--- src/design/gsfp_pkg.sv ---
// shared types, status codes and register map for the guarded stack frame pool
package gsfp_pkg;

  // fixed field widths
  localparam int ADDR_W     = 48;
  localparam int SHIFT_W    = 5;
  localparam int PAGES_W    = 16;
  localparam int COUNT_W    = 11;
  localparam int STATUS_W   = 3;
  localparam int CFG_ADDR_W = 5;
  localparam int CFG_DATA_W = 64;
  localparam int REG_IDX_W  = 2;

  typedef logic [STATUS_W-1:0] status_t;

  // result status codes
  localparam status_t ST_OK         = 3'd0;
  localparam status_t ST_EMPTY      = 3'd1;
  localparam status_t ST_MISALIGNED = 3'd2;
  localparam status_t ST_RANGE      = 3'd3;
  localparam status_t ST_DOUBLE     = 3'd4;

  // register indexes, byte address is 8 times the index
  localparam logic [REG_IDX_W-1:0] REG_BASE  = 2'd0;
  localparam logic [REG_IDX_W-1:0] REG_SHIFT = 2'd1;
  localparam logic [REG_IDX_W-1:0] REG_PAGES = 2'd2;
  localparam logic [REG_IDX_W-1:0] REG_COUNT = 2'd3;

  // register reset values
  localparam logic [ADDR_W-1:0]  BASE_RST  = '0;
  localparam logic [SHIFT_W-1:0] SHIFT_RST = 5'd12;
  localparam logic [PAGES_W-1:0] PAGES_RST = 16'd3;
  localparam logic [COUNT_W-1:0] COUNT_RST = 11'd1024;

  // pool geometry as seen by the datapath
  typedef struct packed {
    logic [ADDR_W-1:0]  base_address;
    logic [SHIFT_W-1:0] page_shift;
    logic [PAGES_W-1:0] frame_pages;
    logic [COUNT_W-1:0] frame_count;
  } cfg_t;

  // controller to datapath commands
  typedef struct packed {
    logic    ld_in;
    logic    setup;
    logic    pop;
    logic    take_fresh;
    logic    ld_pop_idx;
    logic    mark;
    logic    calc_addr;
    logic    div_load;
    logic    div_step;
    logic    map_read;
    logic    release_frame;
    logic    st_ld;
    status_t st_code;
    logic    out_load;
  } ctrl_cmd_t;

  // datapath to controller status
  typedef struct packed {
    logic is_free;
    logic stk_nonempty;
    logic fresh_avail;
    logic misaligned;
    logic below_base;
    logic q_over;
    logic q_unused;
    logic map_bit;
  } dp_sts_t;

endpackage

--- src/design/gsfp_cfg_regs.sv ---
// configuration register bank behind the register access port
module gsfp_cfg_regs (
  input  logic                               clk,
  input  logic                               rst_n,
  input  logic                               cfg_psel,
  input  logic                               cfg_penable,
  input  logic                               cfg_pwrite,
  input  logic [gsfp_pkg::CFG_ADDR_W-1:0]    cfg_paddr,
  input  logic [gsfp_pkg::CFG_DATA_W-1:0]    cfg_pwdata,
  output logic [gsfp_pkg::CFG_DATA_W-1:0]    cfg_prdata,
  output logic                               cfg_pready,
  output gsfp_pkg::cfg_t                     cfg
);
  import gsfp_pkg::*;

  logic [ADDR_W-1:0]    base_address_r;
  logic [SHIFT_W-1:0]   page_shift_r;
  logic [PAGES_W-1:0]   frame_pages_r;
  logic [COUNT_W-1:0]   frame_count_r;
  logic [REG_IDX_W-1:0] reg_idx;
  logic                 wr_en;

  assign cfg_pready = 1'b1;
  assign reg_idx    = cfg_paddr[CFG_ADDR_W-1:CFG_ADDR_W-REG_IDX_W];
  assign wr_en      = cfg_psel & cfg_penable & cfg_pwrite & cfg_pready;

  // register writes
  always_ff @(posedge clk) begin
    if (!rst_n) begin
      base_address_r <= BASE_RST;
      page_shift_r   <= SHIFT_RST;
      frame_pages_r  <= PAGES_RST;
      frame_count_r  <= COUNT_RST;
    end else if (wr_en) begin
      case (reg_idx)
        REG_BASE:  base_address_r <= cfg_pwdata[ADDR_W-1:0];
        REG_SHIFT: page_shift_r   <= cfg_pwdata[SHIFT_W-1:0];
        REG_PAGES: frame_pages_r  <= cfg_pwdata[PAGES_W-1:0];
        REG_COUNT: frame_count_r  <= cfg_pwdata[COUNT_W-1:0];
        default: ;
      endcase
    end
  end

  // read mux
  always_comb begin
    case (reg_idx)
      REG_BASE:  cfg_prdata = CFG_DATA_W'(base_address_r);
      REG_SHIFT: cfg_prdata = CFG_DATA_W'(page_shift_r);
      REG_PAGES: cfg_prdata = CFG_DATA_W'(frame_pages_r);
      REG_COUNT: cfg_prdata = CFG_DATA_W'(frame_count_r);
      default:   cfg_prdata = '0;
    endcase
  end

  assign cfg.base_address = base_address_r;
  assign cfg.page_shift   = page_shift_r;
  assign cfg.frame_pages  = frame_pages_r;
  assign cfg.frame_count  = frame_count_r;

endmodule

--- config.mk ---
export PLATFORM = sky130hd
export DESIGN_NAME = gsfp_cfg_regs
export DESIGN_NICKNAME = d
export VERILOG_FILES = /design/src/design/gsfp_pkg.sv /design/src/design/gsfp_cfg_regs.sv
export SDC_FILE = /design/constraint.sdc
export NUM_CORES = 1
export LEC_CHECK = 0
export BUFFER_PORTS_ARGS = -buffer_cell sky130_fd_sc_hd__buf_2
export CAP_MARGIN = 10
export CORE_UTILIZATION = 40
export DETAILED_ROUTE_END_ITERATION = 10
export PLACE_DENSITY = 0.77
export REMOVE_ABC_BUFFERS = 1
export SYNTH_ARGS = -nofsm -noshare
export SYNTH_HDL_FRONTEND = slang
export SYNTH_SLANG_ARGS = --single-unit
--- constraint.sdc ---
create_clock -name clk -period 1.34 [get_ports clk]
set_clock_uncertainty 0.1 [all_clocks]
set_input_delay 0.201 -clock clk [delete_from_list [all_inputs] [get_ports clk]]
set_output_delay 0.201 -clock clk [all_outputs]
set_load 0.01 [all_outputs]
==> impl_metrics.py <==
metrics = {
    "routing": {
        "vias_per_cell": 4.73,
        "drtIter0Drc": 84,
        "drc_errors": 0,
        "drt_pre_antenna_iters": 4,
        "wl_per_cell_microns": 13.2,
        "drt-total-wl_microns": 10200,
        "ant_nets": 0,
        "vias": 3655,
    },
    "layout": {
        "fillers": 741,
        "diodes": 0,
        "nets": 731,
        "final_common_cell": "buf_2",
        "final_cell_mix": "buf_2, nand2_1, mux2i_1",
        "area_growth_pct": 50.0,
        "drive_above_1_share_pct": 45.2,
    },
    "timing": {
        "rsz0062_at_grt": "true",
        "fin_crit_sh_pct": 117,
        "worst_slack_ns": -0.226,
        "hold_viol_final": 0,
        "timing.fmax_mhz": 638,
        "setup_viol_count_final": 7,
        "tns_ns": -1.11,
        "worst_hold_slack_ns": 0.0231,
        "drv_slew": 0,
        "fin_crit_ns": 1.57,
    },
    "clock_tree": {
        "clock_latency_ns": 0.33,
        "cts_tree": "built",
        "cts.clk_slew.worst_paths_ns": 0.09,
        "clk_path_buf_depth": 2,
        "cts_sinks": 80,
        "htreeDepth": 3,
        "cts_buffers": 9,
        "ctsRootBufferMaster": "clkbuf_8",
    },
    "floorplanning": {
        "pin_count": 219,
        "fp.dieH_microns": 99.1,
        "core_area_sq_um": 9200,
        "start_util_pct": 41.0,
        "die-area_sq_um": 9820,
        "die_w_microns": 99.1,
        "rows": 35,
    },
    "critical_path": {
        "start_kind": "flop",
        "cp.arrival_ns": 1.27,
        "path_class": "flop to output port",
        "r2r_start": "frame_count_r[0]",
        "crit_required_ns": 1.04,
        "r2r_end": "frame_count_r[0]",
        "endpoint_kind": "output port",
        "reg2regPathDepth": 4,
        "reg2reg_slack_ns": 0.43,
        "crit_path_max_fanout": 2,
    },
    "grt": {
        "grt_overflow_total": 0,
        "grt_pass1_vias": 3483,
        "grt_usage_pct": 20.6,
        "antenna_found_initial": 0,
        "grt_max_degree": 65,
        "grt_pass1_wl_microns": 16200,
    },
    "min_path": {
        "holdPathStages": 3,
        "hold_path_class": "input port to flop",
        "hold_path_startpoint": "cfg_pwdata[13]",
        "whs_endpoint": "frame_pages_r[13]",
    },
    "power": {
        "power_leakage_nw": 2.80,
        "power.total_mw": 4.95,
        "power.density_nw_per_um2": 875,
        "max-vdd-ir-drop_uv": 513,
    },
    "yosys": {
        "synth.distinct_cells": 24,
        "synth_top_area_cell": "dfxtp_1",
        "ys_seq_area_share_pct": 42.5,
        "yosys_register_bits": 80,
        "netlist_area_sq_um": 3770,
        "syn_area_per_cell_sq_um": 9.11,
        "synth.area.top_cells": "dfxtp_1, mux2i_1, nand2_1",
        "yosys.area.top_type_share_pct": 42.5,
        "yosys_warnings": 0,
        "synthCells": 414,
    },
    "placement": {
        "portBuffers": 182,
        "dp_hpwl_microns": 6790,
        "place.gp.congestion": 0.767,
    },
    "job": {
        "drv_cap": 0,
    },
    "status": {
        "status": "finished with violations",
        "violations": "negative setup slack",
    },
}
[sequential cells by signal, summed over array words and instances, names as in the netlist]
register	count
base_address_r	48
frame_count_r	11
page_shift_r	5
frame_pages_r	16
[worst max-delay path: stages (launching register included)]
cell     delay [ns]
dfxtp_2        0.33
mux4_2         0.46
buf_6          0.14
[synthesized netlist by cell type (all sizes together)]
master  instances
and2           32
o211ai          1
inv             4
nor2            7
dfxtp          80
clkbuf         11
mux4            5
o311ai          2
nand4           1
nand2         129
conb            2
nor3            2
or2             1
nand3           1
nor2b           4
mux2i          88
o21ai           9
buf            35
[through the flow]
step | util, % | setup WS, ns | area, sq um | std cells
floorplan | - | -2.20 | 3530 | 383
finish | 61.5 | -0.226 | 5650 | 772
global placement | 52.5 | -0.146 | 4830 | 698
CTS | 61.1 | -0.251 | 5620 | 769
detailed placement | 52.5 | -0.179 | 4830 | 698
global route | 61.5 | -0.285 | 5650 | 772
[power breakdown]
group	switching, mW	total (mW)	leakage (nW)	internal [mW]
registers	0.0211	2.43	0.662	2.41
logic	0.293	0.587	2.04	0.294
clock network	0.887	1.93	0.103	1.04
total	1.20	4.95	2.80	3.75
[kinds of logic (layout without fill, tap and decap cells)]
logic type / Yosys count / after routing / share of synthesized area, %
AND/OR/NAND/NOR: 177 / 177 / 20.7
multiplexers: 93 / 93 / 26.4
flip-flops: 80 / 80 / 42.5
buffers and inverters: 50 / 282 / 8.43
AO/OA/AOI/OAI: 12 / 12 / 1.86
other: 2 / 17 / 0.199
[worst max-delay path by stage]
stage,from,end
2_1_floorplan,cfg_pwrite,base_address_r[0]
3_3_place_gp,cfg_paddr[3],cfg_prdata[3]
3_5_place_dp,cfg_paddr[4],base_address_r[46]
4_1_cts,frame_count_r[4],cfg_prdata[4]
5_1_grt,frame_count_r[4],cfg_prdata[4]
6_report,frame_pages_r[3],cfg_prdata[3]
[repair_timing]
action,in CTS,in global routing
endpoints found under the setup margin,43,18
hold endpoints to repair,29,0
buffers inserted,27,3
gates resized for setup,45,13
pin swaps,2,2
hold buffers,29,0
[routing by layer]
metal  routed length, microns  share of wire, %  track usage, %
met5                        0                 0               0
met4                      114               1.1            5.88
met3                      653               6.4            4.61
met2                     5260                51            38.2
met1                     4190                41            23.6
[final cells by class]
type	count	area, sq um	share of cell area [%]
multi-input combinational	299	1920	34.0
timing repair buffer	263	1710	30.3
sequential	80	1650	29.3
tap	111	139	2.46
clock buffer	10	128	2.26
clock inverter	5	81.3	1.44
inverter	4	17.5	0.310
Power figures use the tool's default switching activity.
