--- config.mk ---
export PLATFORM = sky130hd
export DESIGN_NAME = gsfp_ctrl
export DESIGN_NICKNAME = d
export VERILOG_FILES = /design/src/design/gsfp_pkg.sv /design/src/design/gsfp_ctrl.sv
export SDC_FILE = /design/constraint.sdc
export NUM_CORES = 1
export LEC_CHECK = 0
export BUFFER_PORTS_ARGS = -buffer_cell sky130_fd_sc_hd__buf_4
export CAP_MARGIN = 25
export CORE_ASPECT_RATIO = 1.1
export CORE_MARGIN = 2
export CORE_UTILIZATION = 35
export DETAILED_ROUTE_END_ITERATION = 10
export GPL_TIMING_DRIVEN = 0
export HOLD_SLACK_MARGIN = 0.02
export MAX_ROUTING_LAYER = met4
export PLACE_DENSITY = 0.7
export SLEW_MARGIN = 20
export SYNTH_ARGS = -nofsm -noshare
export SYNTH_HDL_FRONTEND = slang
export SYNTH_SLANG_ARGS = --single-unit
--- constraint.sdc ---
create_clock -name clk -period 1.7 [get_ports clk]
set_input_delay 0.34 -clock clk [delete_from_list [all_inputs] [get_ports clk]]
set_output_delay 0.34 -clock clk [all_outputs]
set_load 0.01 [all_outputs]
--- src/design/gsfp_pkg.sv ---
// shared types, status codes and register map for the guarded stack frame pool
package gsfp_pkg;

  // fixed field widths
  localparam int ADDR_W     = 48;
  localparam int SHIFT_W    = 5;
  localparam int PAGES_W    = 16;
  localparam int COUNT_W    = 11;
  localparam int STATUS_W   = 3;
  localparam int CFG_ADDR_W = 5;
  localparam int CFG_DATA_W = 64;
  localparam int REG_IDX_W  = 2;

  typedef logic [STATUS_W-1:0] status_t;

  // result status codes
  localparam status_t ST_OK         = 3'd0;
  localparam status_t ST_EMPTY      = 3'd1;
  localparam status_t ST_MISALIGNED = 3'd2;
  localparam status_t ST_RANGE      = 3'd3;
  localparam status_t ST_DOUBLE     = 3'd4;

  // register indexes, byte address is 8 times the index
  localparam logic [REG_IDX_W-1:0] REG_BASE  = 2'd0;
  localparam logic [REG_IDX_W-1:0] REG_SHIFT = 2'd1;
  localparam logic [REG_IDX_W-1:0] REG_PAGES = 2'd2;
  localparam logic [REG_IDX_W-1:0] REG_COUNT = 2'd3;

  // register reset values
  localparam logic [ADDR_W-1:0]  BASE_RST  = '0;
  localparam logic [SHIFT_W-1:0] SHIFT_RST = 5'd12;
  localparam logic [PAGES_W-1:0] PAGES_RST = 16'd3;
  localparam logic [COUNT_W-1:0] COUNT_RST = 11'd1024;

  // pool geometry as seen by the datapath
  typedef struct packed {
    logic [ADDR_W-1:0]  base_address;
    logic [SHIFT_W-1:0] page_shift;
    logic [PAGES_W-1:0] frame_pages;
    logic [COUNT_W-1:0] frame_count;
  } cfg_t;

  // controller to datapath commands
  typedef struct packed {
    logic    ld_in;
    logic    setup;
    logic    pop;
    logic    take_fresh;
    logic    ld_pop_idx;
    logic    mark;
    logic    calc_addr;
    logic    div_load;
    logic    div_step;
    logic    map_read;
    logic    release_frame;
    logic    st_ld;
    status_t st_code;
    logic    out_load;
  } ctrl_cmd_t;

  // datapath to controller status
  typedef struct packed {
    logic is_free;
    logic stk_nonempty;
    logic fresh_avail;
    logic misaligned;
    logic below_base;
    logic q_over;
    logic q_unused;
    logic map_bit;
  } dp_sts_t;

endpackage

--- src/design/gsfp_ctrl.sv ---
// sequencing state machine for allocate and free requests
module gsfp_ctrl #(
  parameter int MAX_FRAMES = 1024
) (
  input  logic                 clk,
  input  logic                 rst_n,
  input  logic                 in_tvalid,
  output logic                 in_tready,
  output logic                 out_tvalid,
  input  logic                 out_tready,
  input  gsfp_pkg::dp_sts_t    sts,
  output gsfp_pkg::ctrl_cmd_t  cmd
);
  import gsfp_pkg::*;

  localparam int IDX_W  = $clog2(MAX_FRAMES);
  localparam int STEP_W = $clog2(IDX_W + 1);

  localparam logic [3:0] S_IDLE  = 4'd0;
  localparam logic [3:0] S_SETUP = 4'd1;
  localparam logic [3:0] S_POP   = 4'd2;
  localparam logic [3:0] S_MARK  = 4'd3;
  localparam logic [3:0] S_ADDR  = 4'd4;
  localparam logic [3:0] S_BOUND = 4'd5;
  localparam logic [3:0] S_DIV   = 4'd6;
  localparam logic [3:0] S_RCHK  = 4'd7;
  localparam logic [3:0] S_RMAP  = 4'd8;
  localparam logic [3:0] S_DONE  = 4'd9;

  logic [3:0]        state_r, state_nxt;
  logic [STEP_W-1:0] cnt_r, cnt_nxt;
  logic              out_valid_r, out_valid_nxt;

  assign in_tready  = (state_r == S_IDLE);
  assign out_tvalid = out_valid_r;

  // next state and command decode
  always_comb begin
    cmd       = '0;
    state_nxt = state_r;
    cnt_nxt   = cnt_r;
    case (state_r)
      S_IDLE: begin
        if (in_tvalid) begin
          cmd.ld_in = 1'b1;
          state_nxt = S_SETUP;
        end
      end
      S_SETUP: begin
        cmd.setup = 1'b1;
        if (sts.is_free) begin
          state_nxt = S_BOUND;
        end else if (sts.stk_nonempty) begin
          cmd.pop   = 1'b1;
          state_nxt = S_POP;
        end else if (sts.fresh_avail) begin
          cmd.take_fresh = 1'b1;
          state_nxt      = S_MARK;
        end else begin
          cmd.st_ld   = 1'b1;
          cmd.st_code = ST_EMPTY;
          state_nxt   = S_DONE;
        end
      end
      S_POP: begin
        cmd.ld_pop_idx = 1'b1;
        state_nxt      = S_MARK;
      end
      S_MARK: begin
        cmd.mark  = 1'b1;
        state_nxt = S_ADDR;
      end
      S_ADDR: begin
        cmd.calc_addr = 1'b1;
        cmd.st_ld     = 1'b1;
        cmd.st_code   = ST_OK;
        state_nxt     = S_DONE;
      end
      S_BOUND: begin
        if (sts.misaligned) begin
          cmd.st_ld   = 1'b1;
          cmd.st_code = ST_MISALIGNED;
          state_nxt   = S_DONE;
        end else if (sts.below_base) begin
          cmd.st_ld   = 1'b1;
          cmd.st_code = ST_RANGE;
          state_nxt   = S_DONE;
        end else begin
          cmd.div_load = 1'b1;
          cnt_nxt      = STEP_W'(IDX_W);
          state_nxt    = S_DIV;
        end
      end
      S_DIV: begin
        cmd.div_step = 1'b1;
        if (cnt_r == '0) begin
          state_nxt = S_RCHK;
        end else begin
          cnt_nxt = cnt_r - STEP_W'(1);
        end
      end
      S_RCHK: begin
        if (sts.q_over) begin
          cmd.st_ld   = 1'b1;
          cmd.st_code = ST_RANGE;
          state_nxt   = S_DONE;
        end else if (sts.q_unused) begin
          // frames at or past the fresh pointer were never handed out
          cmd.st_ld   = 1'b1;
          cmd.st_code = ST_DOUBLE;
          state_nxt   = S_DONE;
        end else begin
          cmd.map_read = 1'b1;
          state_nxt    = S_RMAP;
        end
      end
      S_RMAP: begin
        cmd.st_ld = 1'b1;
        if (!sts.map_bit) begin
          cmd.st_code = ST_DOUBLE;
        end else begin
          cmd.release_frame = 1'b1;
          cmd.st_code       = ST_OK;
        end
        state_nxt = S_DONE;
      end
      S_DONE: begin
        if (!out_valid_r || out_tready) begin
          cmd.out_load = 1'b1;
          state_nxt    = S_IDLE;
        end
      end
      default: begin
        state_nxt = S_IDLE;
      end
    endcase
  end

  // output word valid flag
  always_comb begin
    if (cmd.out_load) begin
      out_valid_nxt = 1'b1;
    end else if (out_tready) begin
      out_valid_nxt = 1'b0;
    end else begin
      out_valid_nxt = out_valid_r;
    end
  end

  // control registers
  always_ff @(posedge clk) begin
    if (!rst_n) begin
      state_r     <= S_IDLE;
      cnt_r       <= '0;
      out_valid_r <= 1'b0;
    end else begin
      state_r     <= state_nxt;
      cnt_r       <= cnt_nxt;
      out_valid_r <= out_valid_nxt;
    end
  end

  // an accepted word always starts the setup step
  a_accept_setup: assert property (@(posedge clk) disable iff (!rst_n)
    (in_tvalid && in_tready) |=> (state_r == S_SETUP))
    else $error("accepted word did not enter setup");

  // divider loop leaves after the last step
  a_div_exit: assert property (@(posedge clk) disable iff (!rst_n)
    (state_r == S_DIV && cnt_r == '0) |=> (state_r == S_RCHK))
    else $error("divider loop did not finish");

  // a result is never loaded over one still waiting
  a_no_overwrite: assert property (@(posedge clk) disable iff (!rst_n)
    cmd.out_load |-> (!out_valid_r || out_tready))
    else $error("output register overwritten");

endmodule

==> results of run 1 <==
==> final timing paths <==
check / endpoint / depth (start not counted) / from / slack (ps)
setup / recovery: cmd[12] / 4 / state_r[1]$_SDFFE_PN0P_ / -120
hold / removal: state_r[2]$_SDFFE_PN0P_ / 2 / rst_n / 320
setup reg to reg: cnt_r[0]$_SDFFE_PN0P_ / 6 / cnt_r[0]$_SDFFE_PN0P_ / 90
hold reg to reg: cnt_r[2]$_SDFFE_PN0P_ / 2 / cnt_r[2]$_SDFFE_PN0P_ / 530
==> worst register-to-register path, cell delays in order (launching register included) <==
cell and delay [ps]:
dfxtp_1 340, inv_1 90, ha_1 170, or3b_1 370, a22o_1 240, mux2_4 270
nor2_2 70
==> cell type report <==
class / instances / share of cell area [%]
multi-input cells: 82 / 50.71
repair buffers: 37 / 22.57
flip-flops and latches: 9 / 15.18
plain buffers: 4 / 3.846
well taps: 28 / 2.834
inverters: 9 / 2.733
clock buffers: 4 / 2.125
==> layout by cell type (no fill, tap or decap), types with 2 or more instances in the layout <==
cell	count
dfxtp_2	3
nand2_1	5
nand3_1	2
a31oi_1	2
nor2_2	2
nor3_1	2
o21ai_1	2
dfxtp_1	5
inv_1	6
nor3_2	4
nor2b_1	2
clkbuf_4	3
buf_4	36
inv_2	3
and2_1	3
nor2_1	17
ha_1	2
nand2_2	2
buf_6	2
a21oi_1	5
nand2b_1	2
mux2i_1	2
==> per-layer routing <==
layer / up-vias / part of all wire, % / GRT usage, %
met3: 2 / 5.5 / 3.714
met2: 29 / 51 / 32.41
li1: 453 / - / -
met1: 422 / 43 / 18.73
met5: - / 0 / -
met4: 0 / 0.85 / 7.143
==> through the flow <==
step,std cells,util (%),worst slack [ps],cell area [um^2],hold slack [ps]
floorplan,105,-,110.1,757.0,457.5
global route,173,61.18,-172.6,1236,327.4
detailed placement,162,49.97,-84.56,1010,522.6
CTS,169,55.98,-135.1,1131,318.9
global placement,162,49.97,-49.98,1010,515.6
finish,173,61.18,-124.9,1236,323.0
==> power by group <==
| part | total, mW | switching [mW] | internal, mW |
|---|---|---|---|
| clock network | 0.163 | 0.0731 | 0.0904 |
| registers | 0.256 | 0.0217 | 0.234 |
| logic | 0.482 | 0.233 | 0.249 |
| total | 0.901 | 0.327 | 0.574 |
==> flip-flops by register name (all words and copies together) (netlist names) <==
signal / count
cnt_r: 4
out_tvalid: 1
state_r: 4
==> cell families (layout without fill, tap and decap cells) <==
kind of cell | after synthesis | count (layout) | synth area share (%)
compound gates | 22 | 22 | 20.00
fa+ha+maj | 2 | 2 | 3.305
buf+inv | 14 | 54 | 7.769
flops | 9 | 9 | 23.80
mux | 3 | 3 | 4.628
simple gates | 55 | 55 | 40.50
==> what timing repair did <==
item | in CTS | in global routing
endpoints found under the setup margin | 11 | 12
gates cloned | 0 | 1
pin swaps | 4 | 7
setup buffers | 3 | 4
resized for setup | 21 | 19
==> impl_metrics.yaml, run 1 <==
run_status:
  outcome: "finished with violations"
  violations: "setup timing"
setup_path:
  critPathLaunchType: "register"
  crit_chain: "or2_4, or3_4, nor3b_2, buf_4"
  required_ps: 1360
  critPathArrivalTime_ps: 1480
  crit_type: "register to primary output"
  path_buf_inv: 1
  end_kind: "primary output"
  crit_family: "simple AND/OR/NAND/NOR gates"
  slowest_stage: "or3_4"
  crit_fanout: 5
  max_stage_delay_ps: 340
power_and_ir_drop:
  leakagePower_nw: 0.5570
  total_power_mw: 0.9014
  peakVddDrop_mv: 0.5221
  power.density_mw_per_mm2: 729.1
sta:
  drv_slew: 0
  fmax_ghz: 0.5480
  rsz0062_at_grt: "yes"
  tightest_slew_ps: 373.1
  min_period_over_period_pct: 107.3
  fin_ws_ps: -124.9
  max_slew_margin_pct: 75.08
  min_period_ps: 1825
  fin_skew_ps: 1.892
  hold_viol_final: 0
  fin_tns_setup_ps: -357.5
  setup_violations: 6
synthesis:
  synth_most_common_cell: "nor2_1"
  synth_cells: 105
  avgSynthCellArea_um2: 7.209
  syn_nets: 119
  yosysWarnings: 0
  synthTopCellsByArea: "dfxtp_1 (24%), nor2_1 (9.4%), nor3_1 (4.0%)"
  yosysTopAreaCell: "dfxtp_1"
  yosysUniqueCellTypes: 40
  synth-seq-cells: 9
  ys_async_sr_fraction_pct: 0
  syn_area_um2: 757.0
  ys.flop_type: "dfxtp_1"
  netlist.area_leader.share_pct: 23.80
  synth_edf_count: 0
  synthTopCellsByCount: "nor2_1 (19), dfxtp_1 (9), nand2_1 (7)"
  ys_seq_area_share_pct: 23.80
clock_tree:
  numCtsBuffers: 3
  clockBufferDepth: 2
  postCtsHoldBufs: 0
  cts_sinks: 9
  cts_tree: "built"
  clock-root-buffer: "clkbuf_4"
  htree_levels: 1
  path_clk_slew_ps: 60
  clkLatencyLatePin_ps: 260
layout:
  drive_gt1_share_pct: 50.34
  fill_cells: 175
  fin_nets: 160
  register_area_um2: 187.7
  num_antenna_cells: 0
  multi_input_area_um2: 626.9
  area_delta_synth_final_pct: 63.31
drt:
  routed_wl_mm: 2.237
  viasPerCell: 5.237
  ant_nets: 0
  drc_errors: 0
  drt_iter0_markers: 25
  vias: 906
  first_pass_iters: 4
  wl_per_cell_um: 12.93
grt:
  grt_max_degree: 11
  grt_pass1_wl_mm: 3.408
  antenna_found_initial: 0
  grt-ovfl-total: 0
  grt_pass1_vias: 784
  grtUsageTotal_pct: 17.60
place:
  post-dp-hpwl_mm: 1.555
  portBuffers: 29
  routabilityCongestion: 0.8796
floorplanning:
  top_level_ports: 30
  coreArea_mm2: 0.002021
  die_area_mm2: 0.002551
  die_h_um: 52.78
  initial_core_util_pct: 37.46
  die_w_um: 48.34
  std_cell_rows: 17
flow_run:
  cap_viol_max_count: 0
hold_path:
  hp-class: "input pin to register"
Power figures use the tool's default switching activity.
==> run 2, diff against run 1 <==
--- a/config.mk
+++ b/config.mk
@@ -7,15 +7,16 @@
 export LEC_CHECK = 0
 export BUFFER_PORTS_ARGS = -buffer_cell sky130_fd_sc_hd__buf_4
 export CAP_MARGIN = 25
+export CELL_PAD_IN_SITES_DETAIL_PLACEMENT = 1
+export CELL_PAD_IN_SITES_GLOBAL_PLACEMENT = 1
 export CORE_ASPECT_RATIO = 1.1
-export CORE_MARGIN = 2
-export CORE_UTILIZATION = 35
+export CORE_MARGIN = 4
+export CORE_UTILIZATION = 32
 export DETAILED_ROUTE_END_ITERATION = 10
 export GPL_TIMING_DRIVEN = 0
 export HOLD_SLACK_MARGIN = 0.02
 export MAX_ROUTING_LAYER = met4
-export PLACE_DENSITY = 0.7
-export SLEW_MARGIN = 20
+export PLACE_DENSITY = 0.86
 export SYNTH_ARGS = -nofsm -noshare
 export SYNTH_HDL_FRONTEND = slang
 export SYNTH_SLANG_ARGS = --single-unit
==> run 2 against run 1 <==
The run still ends with setup timing left. Total power grew 3.8%. Sequential power grew 2%. Utilization shrank 5.7 points. Sequential share of layout area grew 0.15 points. Clock power is essentially flat. Via count grew 2.2%. Count of clock-buffer cells in the layout is the same. Critical path type unchanged. Largest power group unchanged.
==> impl_metrics.yaml, run 2 (same netlist as run 1, synthesis figures left out) <==
run_status:
  outcome: "finished with violations"
  violations: "setup timing"
clock_tree:
  clockBufferDepth: 2
  clkLatencyLatePin_ps: 260
  numCtsBuffers: 3
  clock-root-buffer: "clkbuf_4"
  cts_tree: "built"
  htree_levels: 1
  cts_sinks: 9
  path_clk_slew_ps: 60
  postCtsHoldBufs: 0
layout:
  fin_nets: 157
  final_cell_mix: "buf_4 (31), nor2_1 (17), nand2_1 (6)"
  post-route-cell-area_mm2: 0.001249
  drive_gt1_share_pct: 53.52
  num_antenna_cells: 0
  layout_commonest_cell: "buf_4"
  final_cell_count_no_fill: 172
  area_delta_synth_final_pct: 64.96
place:
  portBuffers: 29
  post-dp-hpwl_mm: 1.874
  dp_slack_ps: -85.32
  numPlacedInstances: 164
  routabilityCongestion: 0.8324
  place_area_mm2: 0.001012
setup_path:
  required_ps: 1360
  cp-startpoint: "state_r[1]$_SDFFE_PN0P_"
  crit_fanout: 4
  timing.rr.end: "cnt_r[0]$_SDFFE_PN0P_"
  crit_type: "register to primary output"
  r2r-start: "cnt_r[1]$_SDFFE_PN0P_"
  end_kind: "primary output"
  regToRegSetupSlack_ps: 80
  critPathLaunchType: "register"
  reg2regPathDepth: 6
  critPathArrivalTime_ps: 1520
drt:
  viasPerCell: 5.384
  drt_iter0_markers: 11
  first_pass_iters: 4
  drc_errors: 0
  wl_per_cell_um: 16.71
  vias: 926
  routed_wl_mm: 2.874
  ant_nets: 0
sta:
  min_period_ps: 1855
  hold_viol_final: 0
  fmax_ghz: 0.5391
  rsz0062_at_grt: "yes"
  fin_ws_ps: -155.1
  tightest_slew_ps: 356.7
  max_slew_margin_pct: 76.17
  fin_tns_setup_ps: -533.5
  drv_slew: 0
  fin_skew_ps: 0.7894
  min_period_over_period_pct: 109.1
  setup_violations: 8
grt:
  grt-ovfl-total: 0
  grt_pass1_vias: 947
  grt_max_degree: 11
  antenna_found_initial: 0
  grtUsageTotal_pct: 18.52
  grt_pass1_wl_mm: 4.340
floorplanning:
  std_cell_rows: 18
  coreArea_mm2: 0.002252
  die_w_um: 54.38
  top_level_ports: 30
  die_h_um: 59.01
  initial_core_util_pct: 33.61
  die_area_mm2: 0.003209
power_and_ir_drop:
  power.density_mw_per_mm2: 749.2
  total_power_mw: 0.9356
  peakVddDrop_mv: 0.5474
  leakagePower_nw: 0.5501
hold_path:
  min_from: "rst_n"
  hp-class: "input pin to register"
  min_to: "state_r[2]$_SDFFE_PN0P_"
  hold_depth: 2
flow_run:
  cap_viol_max_count: 0
[run 2: cell types whose count changed in the layout (fill, tap and decap cells not counted), sizes merged]
cell / previous run / this run
clkbuf: 5 / 6
buf: 40 / 36
[run 2: per-layer routing]
| metal | vias to the layer above | GRT usage, % | wire [um] |
|---|---|---|---|
| met1 | 430 | 20.68 | 1096 |
| li1 | 444 | - | - |
| met2 | 41 | 34.70 | 1517 |
| met3 | 11 | 1.763 | 157 |
| met4 | 0 | 3.559 | 102 |
| met5 | - | - | 0 |
[run 2: final cells by class]
class	count	area (um^2)
Buffer	4	47.55
Clock buffer	4	26.28
Fill cell	284	1003
Inverter	9	33.78
Multi-Input combinational cell	82	645.6
Sequential cell	9	191.4
Tap cell	30	37.54
Timing Repair Buffer	34	266.5
[run 2: power by group]
group	leakage [nW]	internal [mW]	switching [mW]	total, mW
Sequential	0.0758	0.234	0.0270	0.261
Combinational	0.459	0.262	0.247	0.510
Clock	0.0150	0.0904	0.0742	0.165
[run 2: worst max-delay path by stage]
stage,end,cells after the start
finish,cmd[1],5
global route,cmd[1],5
floorplan,cmd[12],3
detailed placement,cmd[4],5
global placement,cmd[4],5
CTS,cmd[12],4
[run 2: critical path, cell delays in order (launching register included)]
cell and delay [ps]:
dfxtp_2 330, or2_4 260, nor3_1 220, nand2_1 180, o31ai_1 110, buf_4 170
[run 2: repair_timing]
item                                    in CTS  in global routing
pin swaps                                    9                  3
buffers inserted                             5                  0
gates resized for setup                     29                 19
endpoints found under the setup margin      11                 15
endpoints found under the hold margin        0                  0
[run 2: stage by stage]
step	util [%]	hold slack [ps]
6_report	55.44	331.2
5_1_grt	55.44	329.3
4_1_cts	51.94	330.3
3_5_place_dp	44.94	535.0
3_3_place_gp	44.94	513.7
2_1_floorplan	-	457.5
==> run 3, diff against run 2 <==
--- a/config.mk
+++ b/config.mk
@@ -14,9 +14,9 @@
 export CORE_UTILIZATION = 32
 export DETAILED_ROUTE_END_ITERATION = 10
 export GPL_TIMING_DRIVEN = 0
-export HOLD_SLACK_MARGIN = 0.02
+export HOLD_SLACK_MARGIN = 0.06
 export MAX_ROUTING_LAYER = met4
-export PLACE_DENSITY = 0.86
+export PLACE_DENSITY = 0.87
 export SYNTH_ARGS = -nofsm -noshare
 export SYNTH_HDL_FRONTEND = slang
 export SYNTH_SLANG_ARGS = --single-unit
==> run 3 against run 2 <==
The flow still finishes with violations (setup timing). Combinational power up 5.1%. Register-to-register slack about the same. Cell area up 4.5%. Cell count up 4.7%. Maximum frequency up 0.25%. Routed wire length up 10%. Critical path type unchanged.
==> impl_metrics.yaml, run 3 (same netlist as run 1, synthesis figures left out) <==
clock_tree:
  clock-root-buffer: "clkbuf_4"
  cts_sinks: 9
  clkLatencyLatePin_ps: 260
  postCtsHoldBufs: 0
  cts_tree: "built"
  clockBufferDepth: 2
  htree_levels: 1
  path_clk_slew_ps: 60
  numCtsBuffers: 3
drt:
  vias: 982
  first_pass_iters: 4
  wl_per_cell_um: 17.63
  drc_errors: 0
  viasPerCell: 5.456
  ant_nets: 0
  drt_iter0_markers: 14
  routed_wl_mm: 3.173
setup_path:
  end_kind: "primary output"
  reg2regPathDepth: 6
  path_buf_inv: 1
  regToRegSetupSlack_ps: 80
  crit_chain: "or2_4, or3_4, nor3b_2, buf_4"
  crit_fanout: 4
  required_ps: 1360
  critPathLaunchType: "register"
  crit_type: "register to primary output"
  crit_family: "simple AND/OR/NAND/NOR gates"
  slowest_stage: "dfxtp_4"
  max_stage_delay_ps: 350
  crit_cells: 4
  critPathArrivalTime_ps: 1510
flow_run:
  cap_viol_max_count: 0
grt:
  grt_pass1_vias: 1075
  grtUsageTotal_pct: 21.60
  grt_pass1_wl_mm: 4.933
  grt-ovfl-total: 0
  antenna_found_initial: 0
  grt_max_degree: 11
sta:
  fin_skew_ps: 0.6013
  setup_violations: 7
  tightest_slew_ps: 320.0
  rsz0062_at_grt: "yes"
  hold_viol_final: 0
  drv_slew: 0
  max_slew_margin_pct: 78.63
  min_period_over_period_pct: 108.8
  fin_ws_ps: -150.4
  fmax_ghz: 0.5404
  min_period_ps: 1850
floorplanning:
  die_w_um: 54.38
  initial_core_util_pct: 33.61
  coreArea_mm2: 0.002252
  die_area_mm2: 0.003209
  die_h_um: 59.01
  std_cell_rows: 18
  top_level_ports: 30
power_and_ir_drop:
  total_power_mw: 0.9657
  power.density_mw_per_mm2: 740.0
  leakagePower_nw: 0.5894
  peakVddDrop_mv: 0.5079
place:
  numPlacedInstances: 164
  portBuffers: 29
  routabilityCongestion: 0.8580
  post-dp-hpwl_mm: 1.932
layout:
  final_cell_count_no_fill: 180
  num_antenna_cells: 0
  area_delta_synth_final_pct: 72.40
  fin_nets: 165
  drive_gt1_share_pct: 54.00
  final_cell_mix: "buf_4 (40), nor2_1 (16), inv_1 (6)"
  layout_commonest_cell: "buf_4"
run_status:
  outcome: "finished with violations"
  violations: "setup timing"
hold_path:
  hp-class: "input pin to register"
  hold_depth: 2
-- run 3: cell count changes in the layout (fill, tap and decap cells not counted), sizes merged --
cell  previous run  this run
buf             36        44
-- run 3: path summary, 6_finish.rpt --
path | from | to
worst min register to register | cnt_r[2]$_SDFFE_PN0P_ | cnt_r[2]$_SDFFE_PN0P_
worst max register to register | cnt_r[0]$_SDFFE_PN0P_ | cnt_r[0]$_SDFFE_PN0P_
worst max-delay path | state_r[1]$_SDFFE_PN0P_ | cmd[12]
worst min-delay path | rst_n | state_r[2]$_SDFFE_PN0P_
-- run 3: timing repair --
item | 4_1_cts | 5_1_grt
resized for setup | 29 | 15
pin swaps | 9 | 6
buffers inserted | 10 | 3
endpoints found under the setup margin | 11 | 14
hold endpoints to repair | 0 | 0
-- run 3: metal layers --
layer | up-vias | GRT usage [%] | share of wire [%]
met3 | 10 | 3.526 | 4.3
met1 | 475 | 21.12 | 38
met4 | 0 | 12.81 | 2.8
met2 | 33 | 38.63 | 55
met5 | - | - | 0
li1 | 464 | - | -
-- run 3: where the power goes --
group / internal [mW] / switching, mW
Sequential: 0.234 / 0.0280
Combinational: 0.275 / 0.261
Clock: 0.0906 / 0.0772
Total: 0.600 / 0.366
-- run 3: cell type report --
cell class | instances | area (um^2)
timing repair buffer | 42 | 322.8
clock buffer | 4 | 26.28
inverter | 9 | 33.78
multi-input combinational | 82 | 643.1
sequential | 9 | 193.9
fill | 283 | 947.2
buffer | 4 | 47.55
tap | 30 | 37.54
-- run 3: through the flow --
step | TNS [ps] | worst slack [ps] | hold slack [ps] | util (%) | instance area [um^2]
floorplan | 0 | 110.1 | 457.5 | - | 757.0
global placement | -68.52 | -43.60 | 513.6 | 44.94 | 1012
detailed placement | -217.2 | -86.27 | 534.2 | 44.94 | 1012
CTS | -401.8 | -149.0 | 323.4 | 53.67 | 1209
global route | -1308 | -216.2 | 332.0 | 57.94 | 1305
finish | -552.2 | -150.4 | 327.3 | 57.94 | 1305
